`config.mk`:
```
export PLATFORM = sky130hd
export DESIGN_NAME = tmtw_front
export DESIGN_NICKNAME = d
export VERILOG_FILES = /design/src/hw/rtl/tmtw_pkg.sv /design/src/hw/rtl/tmtw_front.sv
export SDC_FILE = /design/constraint.sdc
export NUM_CORES = 1
export LEC_CHECK = 0
export BUFFER_PORTS_ARGS = -buffer_cell sky130_fd_sc_hd__buf_2
export CORE_MARGIN = 4
export CORE_UTILIZATION = 54
export DETAILED_ROUTE_END_ITERATION = 10
export PLACE_DENSITY = 0.83
export SLEW_MARGIN = 20
export SYNTH_ARGS = -nofsm -noshare
export SYNTH_HDL_FRONTEND = slang
export SYNTH_SLANG_ARGS = --single-unit
```
`constraint.sdc`:
```
create_clock -name clk -period 4.15 [get_ports clk]
set_input_delay 0.83 -clock clk [delete_from_list [all_inputs] [get_ports clk]]
set_output_delay 0.83 -clock clk [all_outputs]
set_load 0.01 [all_outputs]
```
`src/hw/rtl/tmtw_pkg.sv`:
```
`default_nettype none

package tmtw_pkg;

	localparam int unsigned DEF_SCREEN_WIDTH  = 80;
	localparam int unsigned DEF_SCREEN_HEIGHT = 25;

	localparam int unsigned MODE_W = 2;
	localparam int unsigned CHAR_W = 8;
	localparam int unsigned INDEX_W = 11;
	localparam int unsigned POS_W = 11;
	localparam int unsigned CELL_W = 16;
	localparam int unsigned ATTR_W = 8;

	// Depth of the command queue; a power of two.
	localparam int unsigned QUEUE_DEPTH = 2;

	localparam logic [MODE_W-1:0] MODE_PUT   = 2'd0;
	localparam logic [MODE_W-1:0] MODE_READ  = 2'd1;
	localparam logic [MODE_W-1:0] MODE_CLEAR = 2'd2;

	localparam logic [CHAR_W-1:0] CH_NEWLINE = 8'd10;
	localparam logic [CHAR_W-1:0] CH_RETURN  = 8'd13;
	localparam logic [CHAR_W-1:0] CH_TAB     = 8'd9;
	localparam logic [CHAR_W-1:0] CH_BLANK   = 8'h20;

	localparam logic [ATTR_W-1:0] RESET_ATTR = 8'h07;
	localparam int unsigned TAB_STEP = 4;

	typedef enum logic [2:0] {
		OP_PUT     = 3'd0,
		OP_NEWLINE = 3'd1,
		OP_RETURN  = 3'd2,
		OP_TAB     = 3'd3,
		OP_READ    = 3'd4,
		OP_CLEAR   = 3'd5,
		OP_NOP     = 3'd6
	} op_t;

	typedef struct packed {
		op_t                op;
		logic [CHAR_W-1:0]  char_code;
		logic [INDEX_W-1:0] cell_index;
	} cmd_t;

	typedef struct packed {
		logic              scrolled;
		logic [CELL_W-1:0] cell_value;
		logic [POS_W-1:0]  cursor_position;
	} result_t;

endpackage

`default_nettype wire

```
`src/hw/rtl/tmtw_front.sv`:
```
`default_nettype none

module tmtw_front (
	input  wire logic                           clk,
	input  wire logic                           arst_n,
	input  wire logic                           s_tvalid,
	output logic                                s_tready,
	// char_code [7:0], cell_index [18:8], zero fill [23:19]
	input  wire logic [23:0]                    s_tdata,
	// mode [1:0]
	input  wire logic [tmtw_pkg::MODE_W-1:0]    s_tuser,
	output logic                                cmd_valid,
	input  wire logic                           cmd_ready,
	output tmtw_pkg::cmd_t                      cmd
);

	localparam int unsigned PTR_W = $clog2(tmtw_pkg::QUEUE_DEPTH);

	tmtw_pkg::cmd_t        cmd_in;
	tmtw_pkg::cmd_t        queue_q [tmtw_pkg::QUEUE_DEPTH];
	logic [PTR_W-1:0]      wr_ptr_q;
	logic [PTR_W-1:0]      rd_ptr_q;
	logic [PTR_W:0]        count_q;
	logic                  push;
	logic                  pop;

	always_comb begin
		cmd_in.char_code  = s_tdata[7:0];
		cmd_in.cell_index = s_tdata[18:8];
		case (s_tuser)
			tmtw_pkg::MODE_PUT: begin
				case (s_tdata[7:0])
					tmtw_pkg::CH_NEWLINE: cmd_in.op = tmtw_pkg::OP_NEWLINE;
					tmtw_pkg::CH_RETURN:  cmd_in.op = tmtw_pkg::OP_RETURN;
					tmtw_pkg::CH_TAB:     cmd_in.op = tmtw_pkg::OP_TAB;
					default:              cmd_in.op = tmtw_pkg::OP_PUT;
				endcase
			end
			tmtw_pkg::MODE_READ:  cmd_in.op = tmtw_pkg::OP_READ;
			tmtw_pkg::MODE_CLEAR: cmd_in.op = tmtw_pkg::OP_CLEAR;
			default:              cmd_in.op = tmtw_pkg::OP_NOP;
		endcase
	end

	assign s_tready  = (count_q != (PTR_W+1)'(tmtw_pkg::QUEUE_DEPTH));
	assign cmd_valid = (count_q != '0);
	assign cmd       = queue_q[rd_ptr_q];
	assign push      = s_tvalid && s_tready;
	assign pop       = cmd_valid && cmd_ready;

	always_ff @(posedge clk) begin
		if (push) begin
			queue_q[wr_ptr_q] <= cmd_in;
		end
	end

	always_ff @(posedge clk or negedge arst_n) begin
		if (!arst_n) begin
			wr_ptr_q <= '0;
			rd_ptr_q <= '0;
			count_q  <= '0;
		end else begin
			if (push) begin
				wr_ptr_q <= wr_ptr_q + 1'b1;
			end
			if (pop) begin
				rd_ptr_q <= rd_ptr_q + 1'b1;
			end
			if (push && !pop) begin
				count_q <= count_q + 1'b1;
			end else if (pop && !push) begin
				count_q <= count_q - 1'b1;
			end
		end
	end

endmodule

`default_nettype wire

```
==> results of run 1 <==
## where the power goes
group          internal (W)  switching, W  total [W]  leakage (nW)
registers          0.000666     0.0000798   0.000746         0.455
logic              0.000221      0.000212   0.000433         0.367
clock network     0.0000619      0.000134   0.000196        0.0271
total              0.000949      0.000427    0.00138         0.849
## area by class of cell
class,instances,area [um2],area share [%]
Clock buffer,5,37.5,1.70
Clock inverter,2,12.5,0.566
Inverter,5,18.8,0.849
Multi-Input combinational cell,43,423,19.1
Sequential cell,48,1420,64.3
Tap cell,46,57.6,2.60
Timing Repair Buffer,48,240,10.9
## metal layers
layer	up-vias	GRT usage, %	wire, um
li1	477	-	-
met1	476	15.8	1130
met2	40	25.0	1460
met3	5	6.07	267
met4	0	5.32	39
met5	-	0	0
## state kept, by name, summed over array words and instances (netlist names)
register / count
rd_ptr_q: 1
wr_ptr_q: 1
count_q: 2
queue_q: 44
## critical path: stages (launching register included)
cell and delay (ps):
dfrtp_1 990, mux2_2 420, buf_2 140
## worst max-delay path by stage
stage	start	to	slack [ps]	cells after the start
global route	rd_ptr_q	cmd[0]	1280	2
floorplan	s_tvalid	queue_q[0][0]	1890	2
detailed placement	rd_ptr_q	cmd[20]	1790	2
global placement	rd_ptr_q	cmd[20]	1790	2
CTS	rd_ptr_q	cmd[20]	1390	2
finish	rd_ptr_q	cmd[20]	1420	2
## cells in the final DEF (no fill, tap or decap)
| cell | instances |
|---|---|
| mux2_2 | 22 |
| xnor2_1 | 4 |
| nand2_1 | 2 |
| nor2_1 | 1 |
| ha_1 | 3 |
| clkinv_2 | 1 |
| buf_2 | 48 |
| dfrtp_1 | 4 |
| o32ai_1 | 1 |
| nor4b_2 | 1 |
| nor2_4 | 1 |
| or2_2 | 1 |
| edfxtp_1 | 44 |
| xor2_1 | 2 |
| or3_1 | 1 |
| nand2b_1 | 1 |
| clkbuf_4 | 5 |
| o22ai_1 | 1 |
| clkinvlp_4 | 1 |
| and3_1 | 1 |
| inv_1 | 5 |
| nand3b_1 | 1 |
## cell usage after synthesis, drive strengths merged
master,n,share of area [%]
nor4b,1,0.80
o32ai,1,0.47
nand2b,1,0.33
ha,3,2.0
o22ai,1,0.33
mux2,22,13
or3,1,0.33
xnor2,4,1.9
buf,2,0.80
nand3b,1,0.40
edfxtp,44,71
nor2,2,0.40
nand2,2,0.40
and3,1,0.33
or2,1,0.33
xor2,2,0.94
inv,5,1.0
dfrtp,4,5.4
## per-stage QoR
step           instance area, um2  worst slack, ps  total power, W  cells  util, %
2_1_floorplan                1870             1890         0.00103     98        -
3_3_place_gp                 2160             1790         0.00118    190     64.6
3_5_place_dp                 2160             1790         0.00120    190     64.6
4_1_cts                      2210             1390         0.00139    197     66.1
5_1_grt                      2210             1280         0.00147    197     66.3
6_report                     2210             1420         0.00138    197     66.3
## logic make-up (layout without fill, tap and decap cells)
logic type,Yosys count,after routing
DFF,48,48
and+or+nand+nor,10,10
adders and majority gates,3,3
AOI/OAI and AO/OA,2,2
xor gates and xnor gates,6,6
buffers and inverters,7,60
muxes,22,22
==> impl_metrics.tcl, run 1 <==
set metrics [dict create \
    reg2reg_to "queue_q[1][7]" \
    postCtsSetupBuffers 0 \
    fin_crit_ps 2730 \
    fp.dieW_um 66.9 \
    setup_tns_ps 0 \
    p_leak_nw 0.849 \
    initial_core_util_pct 56.1 \
    io_pins 54 \
    wl_per_cell_um 14.7 \
    cts_max_path_buffers 2 \
    drtPass1Iterations 4 \
    track_usage_pct 14.5 \
    num_rows 21 \
    dieArea_mm2 0.00447 \
    cts_tree "built" \
    skew_ps 2.64 \
    cts_made_buffers 5 \
    cp-end-kind "output pin" \
    setup_violations 0 \
    fmax_mhz 366 \
    cts_sinks 48 \
    worst-path-max-fanout 23 \
    ys_seq_elements 48 \
    cts_hold_buf 0 \
    synth_mux_area_share_pct 13.2 \
    hold_path.class "in -> async" \
    cts_root_buffer "clkbuf_4" \
    viasPerCell 5.07 \
    nets 184 \
    cts_max_level 2 \
    clock_latency_ps 340 \
    drt_iter0_markers 42 \
    slew_viol_final 0 \
    wl_mm 2.89 \
    antenna_found_initial 0 \
    nFillCells 262 \
    synthAdderAreaFrac_pct 2.01 \
    synth_area_mm2 0.00187 \
    areaGrowthSynthToFinish_pct 18.2 \
    ant_nets 0 \
    seq_area_frac_synth_pct 76.0 \
    place_hpwl_mm 2.04 \
    gp_congestion 0.717 \
    io_buffer_count 48 \
    hold_ws_ps 264 \
    slew_headroom_pct 31.8 \
    start_kind "flop" \
    yosys_warnings 0 \
    critPathKind "reg -> out" \
    synth_xor_area_share_pct 2.81 \
    status "finished, final reports clean" \
    rr_worst_depth 2 \
    required_ps 3320 \
    synth_top_family_by_area "multiplexers" \
    ys_types 18 \
    drive_gt1_share_pct 53.0 \
    timing_worst_slew_pin_value_ps 1020 \
    coreArea_mm2 0.00334 \
    rrSetupSlack_ps 2350 \
    cts_resized 0 \
    grt_pass1_wl_mm 4.56 \
    route.detailed.drc 0 \
    synth_compound_area_share_pct 0.803 \
    die_h_um 66.9 \
    ir_drop_v 0.000332 \
    yosys.area_share.simple_pct 3.34 \
    vias 998 \
    p_per_area_mw_per_mm2 622 \
    gr-total-overflow 0 \
    diodes 0 \
    postSynthAreaPerCell_um2 19.1 \
    path_clk_slew_ps 120 \
    max_cap_viol_count 0 \
    rsz0062_at_grt "false" \
    finalHoldViolCount 0 \
    period_share_pct 65.8 \
    synth.net_count 131 \
    r2r-start "count_q[0]" \
    grt_pass1_vias 1059 \
    worstPathArrival_ps 1900 \
    grt_max_degree 24 \
    syn_inst 98 \
]
Note: power is estimated with default switching activity, not from simulation.
==> run 2, diff against run 1 <==
--- a/config.mk
+++ b/config.mk
@@ -7,9 +7,9 @@
 export LEC_CHECK = 0
 export BUFFER_PORTS_ARGS = -buffer_cell sky130_fd_sc_hd__buf_2
 export CORE_MARGIN = 4
-export CORE_UTILIZATION = 54
+export CORE_UTILIZATION = 45
 export DETAILED_ROUTE_END_ITERATION = 10
-export PLACE_DENSITY = 0.83
+export PLACE_DENSITY = 0.74
 export SLEW_MARGIN = 20
 export SYNTH_ARGS = -nofsm -noshare
 export SYNTH_HDL_FRONTEND = slang
==> constraint.sdc (replaced) <==
create_clock -name clk -period 2.47 [get_ports clk]
set_input_delay 0.494 -clock clk [delete_from_list [all_inputs] [get_ports clk]]
set_output_delay 0.494 -clock clk [all_outputs]
set_load 0.01 [all_outputs]
==> impl_metrics.tcl, run 2 (synthesized netlist as in run 1, its figures left out) <==
set metrics [dict create \
    status "finished, final reports clean" \
    p_int_w 0.00175 \
    worstPathArrival_ps 1570 \
    setup_tns_ps 0 \
    antenna_found_initial 0 \
    place_hpwl_mm 2.15 \
    cp-end-kind "output pin" \
    period_share_pct 83.8 \
    cts_max_path_buffers 2 \
    cts_sinks 48 \
    mostFrequentLayoutCells "buf_2 (48), edfxtp_1 (44), mux2_2 (22)" \
    num_rows 23 \
    track_usage_pct 12.3 \
    grt_max_degree 23 \
    wl_mm 3.03 \
    postCtsSetupBuffers 0 \
    start_kind "flop" \
    path_clk_slew_ps 80 \
    largest_reg_flops 44 \
    fmax_mhz 483 \
    grt_pass1_wl_mm 4.77 \
    areaGrowthSynthToFinish_pct 22.5 \
    fin_crit_ps 2070 \
    wl_per_cell_um 14.6 \
    cts_root_buffer "clkbuf_8" \
    dieArea_mm2 0.00525 \
    seqCellArea_mm2 0.00142 \
    timing_worst_slew_pin_value_ps 320 \
    initial_core_util_pct 46.8 \
    rsz0062_at_grt "false" \
    drive_gt1_share_pct 52.9 \
    vias 1006 \
    io_pins 54 \
    ir_drop_v 0.000535 \
    hold_path.class "in -> reg" \
    setup_violations 0 \
    finalHoldViolCount 0 \
    skew_ps 8.42 \
    p_switching_w 0.000723 \
    p_clk_share_pct 18.4 \
    clock_latency_ps 290 \
    seq_power_share_pct 48.5 \
    layout_commonest_cell "buf_2" \
    die_h_um 72.5 \
    drt_iter0_markers 42 \
    io_buffer_count 48 \
    diodes 0 \
    switching_share_pct 29.3 \
    cts_hold_buf 1 \
    p_per_area_mw_per_mm2 1080 \
    worst-path-max-fanout 10 \
    cp_top_family "flip-flops" \
    coreArea_mm2 0.00400 \
    required_ps 1980 \
    max_cap_viol_count 0 \
    hold_ws_ps 394 \
    cts_tree "built" \
    multi_input_comb_area_um2 418 \
    gp_congestion 0.773 \
    grt_pass1_vias 1043 \
    slew_headroom_pct 78.7 \
    path_buf_inv 2 \
    viasPerCell 4.86 \
    fp.dieW_um 72.5 \
    slew_viol_final 0 \
    slowest_stage "dfrtp_1" \
    top_register "queue_q" \
    cpPeakStageDelay_ps 530 \
    ant_nets 0 \
    route.detailed.drc 0 \
    nets 189 \
    p_comb_share_pct 33.0 \
    p_leak_nw 0.891 \
    power_w 0.00247 \
    gr-total-overflow 0 \
    cts_made_buffers 5 \
    reg.largest.list "queue_q (44), count_q (2)" \
    nFillCells 333 \
    cts_resized 0 \
    crit_chain "buf_4, mux2_2, buf_2" \
    cts_max_level 2 \
    drtPass1Iterations 3 \
    critPathKind "reg -> out" \
]
==> run 2: final timing paths <==
check | start | end | slack, ps | cells after the start
setup / recovery | rd_ptr_q | cmd[9] | 400 | 3
hold / removal | s_tdata[10] | queue_q[0][2] | 390 | 1
setup reg to reg | count_q[0] | count_q[1] | 970 | 6
hold reg to reg | count_q[1] | count_q[1] | 510 | 1
max in group asynchronous | arst_n | rd_ptr_q | 1820 | 2
min in group asynchronous | arst_n | wr_ptr_q | 530 | 2
==> run 2: metrics by stage <==
step / area [um2] / setup WS (ps) / instances / util, %
6_report: 2290 / 401 / 207 / 57.3
5_1_grt: 2290 / 307 / 207 / 57.3
4_1_cts: 2290 / 351 / 207 / 57.3
3_5_place_dp: 2190 / 694 / 198 / 54.8
3_3_place_gp: 2190 / 709 / 198 / 54.8
2_1_floorplan: 1870 / 428 / 98 / -
==> run 2: metal layers <==
| layer | GRT usage, % | vias up | part of all wire, % |
|---|---|---|---|
| met5 | 0 | - | 0 |
| met2 | 21.0 | 39 | 49 |
| met3 | 4.43 | 7 | 8.6 |
| li1 | - | 484 | - |
| met4 | 4.92 | 0 | 1.5 |
| met1 | 14.1 | 476 | 41 |
==> run 2: cell type report <==
class | instances | share of cell area [%]
clock buffers | 8 | 3.93
well taps | 50 | 2.73
multi-input cells | 43 | 18.2
flip-flops and latches | 48 | 62.0
repair buffers | 53 | 12.2
inverters | 5 | 0.819
==> run 2: power groups by stage <==
stage | clock (W) | sequential (W) | combinational (W)
6_report | 0.000455 | 0.00120 | 0.000816
4_1_cts | 0.000473 | 0.00120 | 0.000833
3_5_place_dp | 0 | 0.00122 | 0.000827
5_1_grt | 0.000510 | 0.00122 | 0.000892
2_1_floorplan | 0 | 0.00119 | 0.000547
3_3_place_gp | 0 | 0.00121 | 0.000811
